<file path="src/rtl/core/lbb_pkg.sv">
// ----------------------------------------------------------------------------
// lbb_pkg
// Types and constants shared by the LRU byte budget cache policy.
// ----------------------------------------------------------------------------
package lbb_pkg;

	localparam int SIZE_W = 21;
	localparam int KIND_W = 3;
	localparam int REQ_KEY_W = 64;
	localparam logic [SIZE_W-1:0] BUDGET_RESET = 21'd1048576;

	localparam logic [KIND_W-1:0] KIND_HIT    = 3'd0;
	localparam logic [KIND_W-1:0] KIND_MISS   = 3'd1;
	localparam logic [KIND_W-1:0] KIND_EVICT  = 3'd2;
	localparam logic [KIND_W-1:0] KIND_INSERT = 3'd3;
	localparam logic [KIND_W-1:0] KIND_REJECT = 3'd4;

	typedef struct packed {
		logic load;
		logic scan_step;
		logic lk_done;
		logic reject;
		logic evict;
		logic insert;
	} cmd_t;

	typedef struct packed {
		logic req_insert;
		logic too_big;
		logic scan_last;
		logic fits;
		logic empty;
	} sts_t;

endpackage

</file>
<file path="src/rtl/core/lbb_ctrl.sv">
// ----------------------------------------------------------------------------
// lbb_ctrl
// Sequencer: lookup scan, eviction loop, insert and reject.
// ----------------------------------------------------------------------------
module lbb_ctrl (
	input  logic          clk,
	input  logic          arst_n,
	input  logic          start,
	input  lbb_pkg::sts_t sts,
	output lbb_pkg::cmd_t cmd,
	output logic          busy
);
	import lbb_pkg::*;

	typedef enum logic [4:0] {
		S_IDLE   = 5'b00001,
		S_SCAN   = 5'b00010,
		S_LKDONE = 5'b00100,
		S_EVICT  = 5'b01000,
		S_REJECT = 5'b10000
	} state_t;

	state_t state_q, state_d;

	always_ff @(posedge clk or negedge arst_n) begin
		if (!arst_n) begin
			state_q <= S_IDLE;
		end else begin
			state_q <= state_d;
		end
	end

	always_comb begin
		state_d = state_q;
		cmd     = '0;
		case (state_q)
			S_IDLE: begin
				if (start) begin
					cmd.load = 1'b1;
					if (!sts.req_insert) begin
						state_d = S_SCAN;
					end else if (sts.too_big) begin
						state_d = S_REJECT;
					end else begin
						state_d = S_EVICT;
					end
				end
			end
			S_SCAN: begin
				cmd.scan_step = 1'b1;
				if (sts.scan_last) begin
					state_d = S_LKDONE;
				end
			end
			S_LKDONE: begin
				cmd.lk_done = 1'b1;
				state_d     = S_IDLE;
			end
			S_EVICT: begin
				if (!sts.fits && !sts.empty) begin
					cmd.evict = 1'b1;
				end else begin
					cmd.insert = 1'b1;
					state_d    = S_IDLE;
				end
			end
			S_REJECT: begin
				cmd.reject = 1'b1;
				state_d    = S_IDLE;
			end
			default: begin
				state_d = S_IDLE;
			end
		endcase
	end

	assign busy = (state_q != S_IDLE);

endmodule

</file>
<file path="src/rtl/core/lbb_dpath.sv">
// ----------------------------------------------------------------------------
// lbb_dpath
// Entry table, recency ranks, byte total and result registers.
// ----------------------------------------------------------------------------
module lbb_dpath #(
	parameter int ENTRIES  = 16,
	parameter int KEY_BITS = 64,
	parameter int SLOT_W   = $clog2(ENTRIES)
) (
	input  logic                         clk,
	input  logic                         arst_n,
	input  lbb_pkg::cmd_t                cmd,
	output lbb_pkg::sts_t                sts,
	input  logic [lbb_pkg::SIZE_W-1:0]   budget,
	input  logic                         opcode,
	input  logic [lbb_pkg::REQ_KEY_W-1:0] key,
	input  logic [lbb_pkg::SIZE_W-1:0]   object_size,
	output logic                         done,
	output logic [lbb_pkg::KIND_W-1:0]   kind,
	output logic [SLOT_W-1:0]            slot,
	output logic [lbb_pkg::SIZE_W-1:0]   freed_size,
	output logic [lbb_pkg::SIZE_W-1:0]   bytes_in_use,
	output logic                         last
);
	import lbb_pkg::*;

	localparam int CNT_W = $clog2(ENTRIES + 1);

	logic [ENTRIES-1:0]  valid_q;
	logic [KEY_BITS-1:0] key_q  [ENTRIES];
	logic [SIZE_W-1:0]   size_q [ENTRIES];
	logic [SLOT_W-1:0]   rank_q [ENTRIES];
	logic [CNT_W-1:0]    n_q;
	logic [SIZE_W-1:0]   total_q;

	logic [KEY_BITS-1:0] req_key_q;
	logic [SIZE_W-1:0]   req_size_q;
	logic [SLOT_W-1:0]   idx_q;
	logic                found_q;
	logic [SLOT_W-1:0]   best_q;
	logic [SLOT_W-1:0]   best_rank_q;

	logic                done_q, last_q;
	logic [KIND_W-1:0]   kind_q;
	logic [SLOT_W-1:0]   slot_q;
	logic [SIZE_W-1:0]   freed_q;

	logic                cur_match;
	logic [SLOT_W-1:0]   free_slot, old_slot;
	logic                has_free;
	logic [SIZE_W:0]     need;
	logic [SIZE_W-1:0]   freed_now;

	always_comb begin
		free_slot = '0;
		for (int i = ENTRIES - 1; i >= 0; i--) begin
			if (!valid_q[i]) begin
				free_slot = SLOT_W'(i);
			end
		end
		old_slot = '0;
		for (int i = 0; i < ENTRIES; i++) begin
			if (valid_q[i] && (CNT_W'(rank_q[i]) == n_q - CNT_W'(1))) begin
				old_slot = SLOT_W'(i);
			end
		end
	end

	assign has_free  = ~&valid_q;
	assign need      = {1'b0, total_q} + {1'b0, req_size_q};
	assign freed_now = size_q[old_slot];
	assign cur_match = valid_q[idx_q] && (key_q[idx_q] == req_key_q) &&
	                   (!found_q || rank_q[idx_q] < best_rank_q);

	assign sts.req_insert = opcode;
	assign sts.too_big    = (object_size > budget);
	assign sts.scan_last  = (idx_q == SLOT_W'(ENTRIES - 1));
	assign sts.fits       = (need <= {1'b0, budget}) && has_free;
	assign sts.empty      = (n_q == '0);

	// request and scan registers
	always_ff @(posedge clk) begin
		if (cmd.load) begin
			req_key_q  <= key[KEY_BITS-1:0];
			req_size_q <= object_size;
			idx_q      <= '0;
		end else if (cmd.scan_step) begin
			idx_q <= idx_q + SLOT_W'(1);
		end
		if (cmd.scan_step && cur_match) begin
			best_q      <= idx_q;
			best_rank_q <= rank_q[idx_q];
		end
	end

	always_ff @(posedge clk or negedge arst_n) begin
		if (!arst_n) begin
			found_q <= 1'b0;
		end else if (cmd.load) begin
			found_q <= 1'b0;
		end else if (cmd.scan_step && cur_match) begin
			found_q <= 1'b1;
		end
	end

	// entry payload
	always_ff @(posedge clk) begin
		for (int i = 0; i < ENTRIES; i++) begin
			if (cmd.lk_done && found_q && valid_q[i]) begin
				if (SLOT_W'(i) == best_q) begin
					rank_q[i] <= '0;
				end else if (rank_q[i] < best_rank_q) begin
					rank_q[i] <= rank_q[i] + SLOT_W'(1);
				end
			end
			if (cmd.insert) begin
				if (SLOT_W'(i) == free_slot) begin
					key_q[i]  <= req_key_q;
					size_q[i] <= req_size_q;
					rank_q[i] <= '0;
				end else if (valid_q[i]) begin
					rank_q[i] <= rank_q[i] + SLOT_W'(1);
				end
			end
		end
	end

	// valid bits, count and byte total
	always_ff @(posedge clk or negedge arst_n) begin
		if (!arst_n) begin
			valid_q <= '0;
			n_q     <= '0;
			total_q <= '0;
		end else if (cmd.evict) begin
			valid_q[old_slot] <= 1'b0;
			n_q               <= n_q - CNT_W'(1);
			total_q           <= (total_q >= freed_now) ? total_q - freed_now : '0;
		end else if (cmd.insert) begin
			valid_q[free_slot] <= 1'b1;
			n_q                <= n_q + CNT_W'(1);
			total_q            <= need[SIZE_W-1:0];
		end
	end

	// result beat
	always_ff @(posedge clk or negedge arst_n) begin
		if (!arst_n) begin
			done_q <= 1'b0;
		end else begin
			done_q <= cmd.lk_done | cmd.reject | cmd.evict | cmd.insert;
		end
	end

	always_ff @(posedge clk) begin
		last_q  <= !cmd.evict;
		freed_q <= '0;
		slot_q  <= '0;
		kind_q  <= KIND_REJECT;
		if (cmd.lk_done) begin
			kind_q <= found_q ? KIND_HIT : KIND_MISS;
			slot_q <= found_q ? best_q : '0;
		end else if (cmd.evict) begin
			kind_q  <= KIND_EVICT;
			slot_q  <= old_slot;
			freed_q <= freed_now;
		end else if (cmd.insert) begin
			kind_q <= KIND_INSERT;
			slot_q <= free_slot;
		end
	end

	assign done         = done_q;
	assign kind         = kind_q;
	assign slot         = slot_q;
	assign freed_size   = freed_q;
	assign bytes_in_use = total_q;
	assign last         = last_q;

endmodule

</file>
<file path="src/rtl/core/lru_byte_budget_cache_policy.sv">
// ----------------------------------------------------------------------------
// lru_byte_budget_cache_policy
// Size-aware LRU replacement policy over a small table of cached objects.
// ----------------------------------------------------------------------------
// Usage:
//   A request is taken when start is high and busy is low. opcode 0 looks up
//   key, opcode 1 inserts key with object_size bytes.
//   Each result beat shows on kind/slot/freed_size/bytes_in_use/last for one
//   cycle with done high; last marks the final beat of a request. Beats
//   cannot be held off.
//   Lookup: one entry compared per cycle over the whole table, then the beat.
//   Insert: one eviction beat per cycle, then the insert beat. Reject: one
//   beat. busy falls with the last beat, so the next request may be taken in
//   that cycle. byte_budget is written over the APB port (address 0); the
//   user must write it only while idle, as the block does not enforce it.
//   Reset empties the table, clears the byte total and loads the default
//   budget; no clearing pass is needed.
// ----------------------------------------------------------------------------
module lru_byte_budget_cache_policy #(
	parameter int ENTRIES  = 16,
	parameter int KEY_BITS = 64
) (
	input  logic                                 clk,
	input  logic                                 arst_n,
	input  logic                                 psel,
	input  logic                                 penable,
	input  logic                                 pwrite,
	input  logic [2:0]                           paddr,
	input  logic [31:0]                          pwdata,
	output logic [31:0]                          prdata,
	output logic                                 pready,
	input  logic                                 start,
	output logic                                 busy,
	input  logic                                 opcode,
	input  logic [lbb_pkg::REQ_KEY_W-1:0]        key,
	input  logic [lbb_pkg::SIZE_W-1:0]           object_size,
	output logic                                 done,
	output logic [lbb_pkg::KIND_W-1:0]           kind,
	output logic [$clog2(ENTRIES)-1:0]           slot,
	output logic [lbb_pkg::SIZE_W-1:0]           freed_size,
	output logic [lbb_pkg::SIZE_W-1:0]           bytes_in_use,
	output logic                                 last
);
	import lbb_pkg::*;

	localparam int SLOT_W = $clog2(ENTRIES);

	logic [SIZE_W-1:0] budget_q;
	cmd_t              cmd;
	sts_t              sts;
	logic              ctrl_busy;

	assign pready = 1'b1;
	assign prdata = (paddr[2] == 1'b0) ? {{(32 - SIZE_W){1'b0}}, budget_q} : '0;

	always_ff @(posedge clk or negedge arst_n) begin
		if (!arst_n) begin
			budget_q <= BUDGET_RESET;
		end else if (psel && penable && pwrite && (paddr[2] == 1'b0)) begin
			budget_q <= pwdata[SIZE_W-1:0];
		end
	end

	lbb_ctrl u_ctrl (
		.clk    (clk),
		.arst_n (arst_n),
		.start  (start),
		.sts    (sts),
		.cmd    (cmd),
		.busy   (ctrl_busy)
	);

	lbb_dpath #(
		.ENTRIES  (ENTRIES),
		.KEY_BITS (KEY_BITS),
		.SLOT_W   (SLOT_W)
	) u_dpath (
		.clk          (clk),
		.arst_n       (arst_n),
		.cmd          (cmd),
		.sts          (sts),
		.budget       (budget_q),
		.opcode       (opcode),
		.key          (key),
		.object_size  (object_size),
		.done         (done),
		.kind         (kind),
		.slot         (slot),
		.freed_size   (freed_size),
		.bytes_in_use (bytes_in_use),
		.last         (last)
	);

	assign busy = ctrl_busy;

endmodule

</file>
<file path="config.mk">
export PLATFORM = sky130hd
export DESIGN_NAME = lru_byte_budget_cache_policy
export DESIGN_NICKNAME = d
export VERILOG_FILES = /design/src/rtl/core/lbb_pkg.sv /design/src/rtl/core/lbb_ctrl.sv /design/src/rtl/core/lbb_dpath.sv /design/src/rtl/core/lru_byte_budget_cache_policy.sv
export SDC_FILE = /design/constraint.sdc
export NUM_CORES = 2
export LEC_CHECK = 0
export ABC_AREA = 1
export BUFFER_PORTS_ARGS = -buffer_cell sky130_fd_sc_hd__buf_2
export CAP_MARGIN = 20
export CORE_ASPECT_RATIO = 0.6
export CORE_MARGIN = 4
export CORE_UTILIZATION = 45
export DETAILED_ROUTE_END_ITERATION = 12
export GPL_ROUTABILITY_DRIVEN = 0
export HOLD_SLACK_MARGIN = 0.02
export PLACE_DENSITY = 0.69
export SLEW_MARGIN = 20
export SYNTH_ARGS = -nofsm -noshare
export SYNTH_HDL_FRONTEND = slang
export SYNTH_SLANG_ARGS = --single-unit
</file>
<file path="constraint.sdc">
create_clock -name clk -period 12.1 [get_ports clk]
set_input_delay 0.605 -clock clk [delete_from_list [all_inputs] [get_ports clk]]
set_output_delay 0.605 -clock clk [all_outputs]
set_load 0.005 [all_outputs]
</file>
## Word-level counts from Yosys, hierarchy flattened

Memory sizes are Yosys's and may differ from the RTL's. A register that Yosys moved wholly into a read port is not among the register bits.
Cells that the tools add are included.

- Reductions and logical operators: 86
- $lt $le $gt $ge: 25
- Add/sub/neg operators: 21
- Multiplexer cells: 435
- Bitwise gates (word level): 56
- Equal/unequal tests: 56

Operators by type and width:

| cell | number |
|---|---|
| two-way mux 64 bit | 15 |
| OR reduction 64 bit | 15 |
| two-way mux 4 bit | 110 |
| two-way mux 21 bit | 19 |
| OR reduction 21 bit | 15 |
| two-way mux 1 bit | 268 |
| equality test 4 x 5 -> 1 bit | 15 |
| adder 4 x 1 -> 4 bit, second input constant | 17 |
| < comparator 4 bit | 17 |
| equality test 4 bit, first input constant | 16 |
| equality test 64 bit | 1 |
| OR 1 bit | 51 |
| logical AND 1 bit | 42 |
| two-way mux 5 bit | 7 |
| equality test 3 x 4 -> 1 bit, first input constant | 8 |
| two-way mux 16 bit | 2 |
| adder 21 x 21 -> 22 bit | 1 |
| <= comparator 22 x 21 -> 1 bit | 1 |
| >= comparator 21 bit | 1 |
| greater-than comparator 21 bit | 1 |
| two-way mux 3 bit | 7 |
| subtractor 21 bit | 1 |
| bitwise AND 16 bit | 1 |
| equality test 2 x 4 -> 1 bit, first input constant | 4 |
| other kinds (28) | 44 |

- Logic and storage cells: 698
- Memories kept: 3
- Input port bits: 127
- Register bits after elaboration: 196
- Memory bits (writable): 1,424

Memories:

| name | depth | bits a word | read ports | clocked after memory_dff | wr ports | line | text |
|---|---|---|---|---|---|---|---|
| u_dpath.key_q | 16 | 64 | 1 | 1 | 1 | lbb_dpath.sv:30 | `logic [KEY_BITS-1:0] key_q [ENTRIES];` |
| u_dpath.size_q | 16 | 21 | 1 | 0 | 1 | lbb_dpath.sv:31 | `logic [SIZE_W-1:0] size_q [ENTRIES];` |
| u_dpath.rank_q | 16 | 4 | 17 | 1 | 16 | lbb_dpath.sv:32 | `logic [SLOT_W-1:0] rank_q [ENTRIES];` |

## Longest topological paths before layout

- Word-level depth: 36
- Mapped depth: 50

## Modules after synthesis

From an unflattened synthesis, not the netlist that was laid out.

- Cell total of the unflattened synthesis: 5,739
- Area total of the unflattened synthesis: 71,278.4 um2

Modules (own cells, without submodules):

| module | sequential area each (um2) | area each (um2) | cells an instance | times used |
|---|---|---|---|---|
| lbb_dpath | 47,395.5 | 69,786.9 | 5,542 | 1 |
| lru_byte_budget_cache_policy | 526.8 | 1,116.1 | 153 | 1 |
| lbb_ctrl | 126.4 | 375.4 | 44 | 1 |

## Worst setup path after synthesis

No wires, ideal clock.

- Kind: register to register
- Start: register u_dpath.req_size_q[0]
- End: memory u_dpath.rank_q[12][0] in the netlist's numbering, enable pin
- Period minus slack after synthesis: 10,931 ps
- Data arrival time: 10,597 ps
- Stages on the path, launching flop included: 34
- Setup slack: 1,169 ps
- Buffers on the path: 1
- Path through: edfxtp_1 > ha_1 > fa_1 > a31oi_1 > o21ai_0 > nand3_1 > nand2_1 > nand3_1 > nand2_1 > nand3_1 > nand2_1 > nand3_1 > nand2_1 > nand3_1 > nand2_1 > nand3_1 > nand2_1 > a21oi_1 > o21ai_0 > xnor2_1 > inv_1 > ha_1 > nand3_1 > nor3_1 > a21o_1 > nand3_1 > nand2_1 > inv_1 > nor2_1 > inv_1 > clkbuf_1 > nor3_1 > inv_1 > nand4_1

RTL lines:

| element | line | text |
|---|---|---|
| from (decl) | lbb_dpath.sv:37 | `logic [SIZE_W-1:0] req_size_q;` |
| from (signal assigned) | lbb_dpath.sv:85 | `req_size_q <= object_size;` |
| to (decl) | lbb_dpath.sv:32 |  |

## Final worst setup path

- Start: register u_dpath.n_q[0]
- End: register u_dpath.total_q[19] (netlist: u_dpath.bytes_in_use[19])

- Cells in the longest elaborated chain, start to end: 22
- Elaborated cells between the ends (all ways): 58

RTL lines:

| element | line | text |
|---|---|---|
| from (decl) | lbb_dpath.sv:33 | `logic [CNT_W-1:0] n_q;` |
| from (signal assigned) | lbb_dpath.sv:136 | `n_q <= n_q - CNT_W'(1);` |
| from (signal assigned) | lbb_dpath.sv:140 | `n_q <= n_q + CNT_W'(1);` |
| subtractor 5 x 1 -> 5 bit | -- |  |
| equality test 4 x 5 -> 1 bit | lbb_dpath.sv:63 | `if (valid_q[i] && (CNT_W'(rank_q[i]) == n_q - CNT_W'(1))) begin` |
| logical AND 1 bit | lbb_dpath.sv:63 |  |
| two-way mux 1 bit | lbb_dpath.sv:63 |  |
| two-way mux 2 bit (2 in series) | lbb_dpath.sv:63 |  |
| two-way mux 3 bit (4 in series) | lbb_dpath.sv:63 |  |
| two-way mux 4 bit (8 in series) | lbb_dpath.sv:63 |  |
| memory read (16 x 21 bit) | -- |  |
| subtractor 21 bit or >= comparator 21 bit (tied branches) | lbb_dpath.sv:137 | `total_q <= (total_q >= freed_now) ? total_q - freed_now : '0;` |
| two-way mux 21 bit | lbb_dpath.sv:137 |  |
| two-way mux 21 bit | lbb_dpath.sv:134 | `end else if (cmd.evict) begin` |
| to (signal assigned) | lbb_dpath.sv:137 |  |
| to (signal assigned) | lbb_dpath.sv:141 | `total_q <= need[SIZE_W-1:0];` |
| to (decl) | lbb_dpath.sv:34 | `logic [SIZE_W-1:0] total_q;` |

Parallel ways exist; a longest one is shown, timed or not.
A chain may end at the register's enable or synchronous reset.

==> impl_metrics.ini <==
[critical_path]
critPathBufInv = 6
worst_ep_arrival_time_ns = 9.93
cpLargestDelayFamily = simple AND/OR/NAND/NOR gates
critPathMostFrequentCell = nand2_1
worstPathRequired_ns = 12.82
crit_path_end_kind = flip-flop
slowest_delay_ns = 1.08
r2r_start = u_dpath.n_q[0]$_DFFE_PN0P_
crit_start = u_dpath.n_q[0]$_DFFE_PN0P_
worstPathMaxFanout = 64
startpoint_type = flip-flop
crit_type = reg -> reg
cp_slowest_cell = dfrtp_1

[cells_and_area]
diodes = 0
final_cell_mix = edfxtp_1 (1,517), inv_1 (591), o21ai_0 (516), nand2_1 (454), a21oi_1 (438)
fillers = 13184
drive_above_1_share_pct = 9.81
layout.nets = 6152
final_common_cell = edfxtp_1
area_delta_synth_final_pct = 12.3

[synth]
ys_warn_count = 0
synthDistinctLibCells = 75
synth.top_cell.area_share_pct = 64.3
syn_area_sq_mm = 0.0708
synth_cells = 5653
synthArstFlopShare_pct = 4.31
ys_dominant_reg_cell = edfxtp_1
synth_area_leaders = edfxtp_1 (64%), mux2i_1 (3.7%), o21ai_0 (3.6%), inv_1 (3.2%), a21oi_1 (3.1%)
yosysSeqAreaShare_pct = 67.9
synth_edf_count = 1517
synth_top_area_cell = edfxtp_1
ys_seq_elements = 1624
avgSynthCellArea_sq_um = 12.5

[clock_network]
htreeDepth = 4
cts_buffers = 147
post_cts_buffers = 0
cts_tree = yes
root_buffer = clkbuf_16
insertion_delay_ns = 0.80
path_clk_slew_ns = 0.07
cts_max_path_buffers = 3
ctsResizeCount = 0
clkSinkCount = 1624

[route]
ant_nets = 0
firstDrtPassIters = 6
drc_errors = 0
vias = 46705
viasPerCell = 5.77
wl_per_cell_microns = 23.5
postRouteWirelength_microns = 190000
drt_iter0_drc = 6420

[floorplanning]
pin_count = 212
start_util_pct = 45.4
floorplan.rows = 112
dieArea_sq_mm = 0.164
dieWidth_microns = 520
die_y_microns = 315
coreArea_sq_mm = 0.156

[timing]
final-hold-violation-count = 0
rsz0062_at_grt = no
fin_skew_ns = 0.0528
finalCritPeriodShare_pct = 76.2
slew_headroom_pct = 11.9
min_period_ns = 9.22
final_max_slew_viol_count = 0
holdWs_ns = 0.0581
tightest_slew_ns = 1.29
clock.fmax_mhz = 108
setup_viol = 0
setup_tns_ns = 0

[grt]
grt_pass1_vias = 43992
grt_usage_pct = 22.7
antenna_found_initial = 7
grt_pass1_wl_microns = 282000
grt.overflow.total = 0
grt_max_degree = 202

[min_path]
hold_class = in -> reg
hold_start = key[9]

[placed_design]
hpwlAfterDp_microns = 109000
portBuffers = 186

[pwr]
p_leak_nw = 28.3
peakVddDrop_uv = 172
p_per_area_mw_per_mm2 = 192

[status]
status = complete, no violations

[run]
drv_cap = 0
## metal layers
layer,GRT usage [%],up-vias,wire (microns)
met5,0,-,11
met4,6.74,2,4810
met3,4.60,310,21100
met2,32.1,2518,79600
met1,35.2,22818,84500
li1,-,21057,-
## worst paths after layout
| check | endpoint | slack [ns] | cells past startpoint |
|---|---|---|---|
| max in group asynchronous | u_dpath.bytes_in_use[12]$_DFFE_PN0P_ | 11.10 | 2 |
| min reg2reg | u_dpath.best_q[3]$_DFFE_PP_ | 0.51 | 0 |
| max reg2reg | u_dpath.bytes_in_use[19]$_DFFE_PN0P_ | 2.88 | 40 |
| max | u_dpath.bytes_in_use[19]$_DFFE_PN0P_ | 2.88 | 40 |
| min in group asynchronous | u_dpath.valid_q[12]$_DFFE_PN0P_ | 0.45 | 2 |
| min | u_dpath.req_key_q[9]$_DFFE_PP_ | 0.06 | 1 |
## worst register-to-register path, delay by kind of cell, from the launching register on
kind | cells | cell delay, ns
AO/OA/AOI/OAI | 6 | 1.79
adder cells (fa/ha/maj) | 2 | 0.79
buffers and inverters | 6 | 1.79
flip-flops | 1 | 1.08
AND/OR/NAND/NOR | 26 | 3.71
## state kept, by name, summed over array words and instances, names as in the netlist, 16 cells and up, named ones only
register              count
u_dpath.freed_size       21
u_dpath.size_q          336
u_dpath.req_key_q        64
u_dpath.valid_q          16
u_dpath.req_size_q       21
budget_q                 21
u_dpath.key_q          1024
u_dpath.rank_q           64
u_dpath.bytes_in_use     21
## where the power goes
part           total [mW]  internal [mW]  switching (mW)
Combinational        3.56           1.18            2.37
Sequential           7.11           6.65           0.466
Clock                4.60           2.46            2.14
## what timing repair did
| action | in CTS | in global routing |
|---|---|---|
| hold buffers | 83 | 0 |
| setup endpoints to repair | 0 | 0 |
| hold endpoints to repair | 135 | 0 |
## stage by stage
stage               worst slack, ns  utilization (%)  area [sq um]  std cells  power [mW]
finish                         2.88             51.0         79500       8094        15.3
CTS                            3.35             51.0         79400       8093        15.3
floorplan                      1.17                -         70800       5663        9.49
detailed placement             3.37             47.5         73900       7747        10.7
global placement               3.44             47.5         73900       7747        10.6
global route                   2.44             51.0         79500       8094        16.0
## Yosys cell counts (9+ instances only)
cell type  instances
a21oi_1          438
a21oi_2           11
a221oi_1          23
a22o_1            23
a22oi_1           59
a31o_2             9
buf_1             63
buf_4             19
clkbuf_1         186
dfrtp_1           68
dfxtp_1           37
edfxtp_1        1517
ha_1             152
inv_1            600
inv_2             10
mux2i_1          260
nand2_1          454
nand2_2           27
nand3_1          247
nand4_1           60
nor2_1           299
nor3_1            23
nor4_1            24
o211ai_1         218
o21a_1            10
o21ai_0          516
o221ai_1          16
o22ai_1           41
xnor2_1           30
xor2_1            82
## kinds of logic after synthesis
family	Yosys count	synth area share, %
xor+xnor	113	1.41
simple gates	1171	7.35
buf+inv	907	5.10
flops	1624	67.9
compound gates	1421	11.8
fa+ha+maj	154	2.74
other cells	2	0.0106
mux	261	3.69
## cell type report
| cell class | count | area [sq um] | area share, % |
|---|---|---|---|
| Timing Repair Buffer | 350 | 2460 | 3.09 |
| Multi-Input combinational cell | 3132 | 19300 | 24.3 |
| Sequential cell | 1624 | 48100 | 60.5 |
| Inverter | 616 | 2360 | 2.98 |
| Tap cell | 2109 | 2640 | 3.32 |
| Clock buffer | 179 | 3820 | 4.81 |
| Clock inverter | 84 | 846 | 1.06 |
Note: power is estimated with default switching activity, not from simulation.
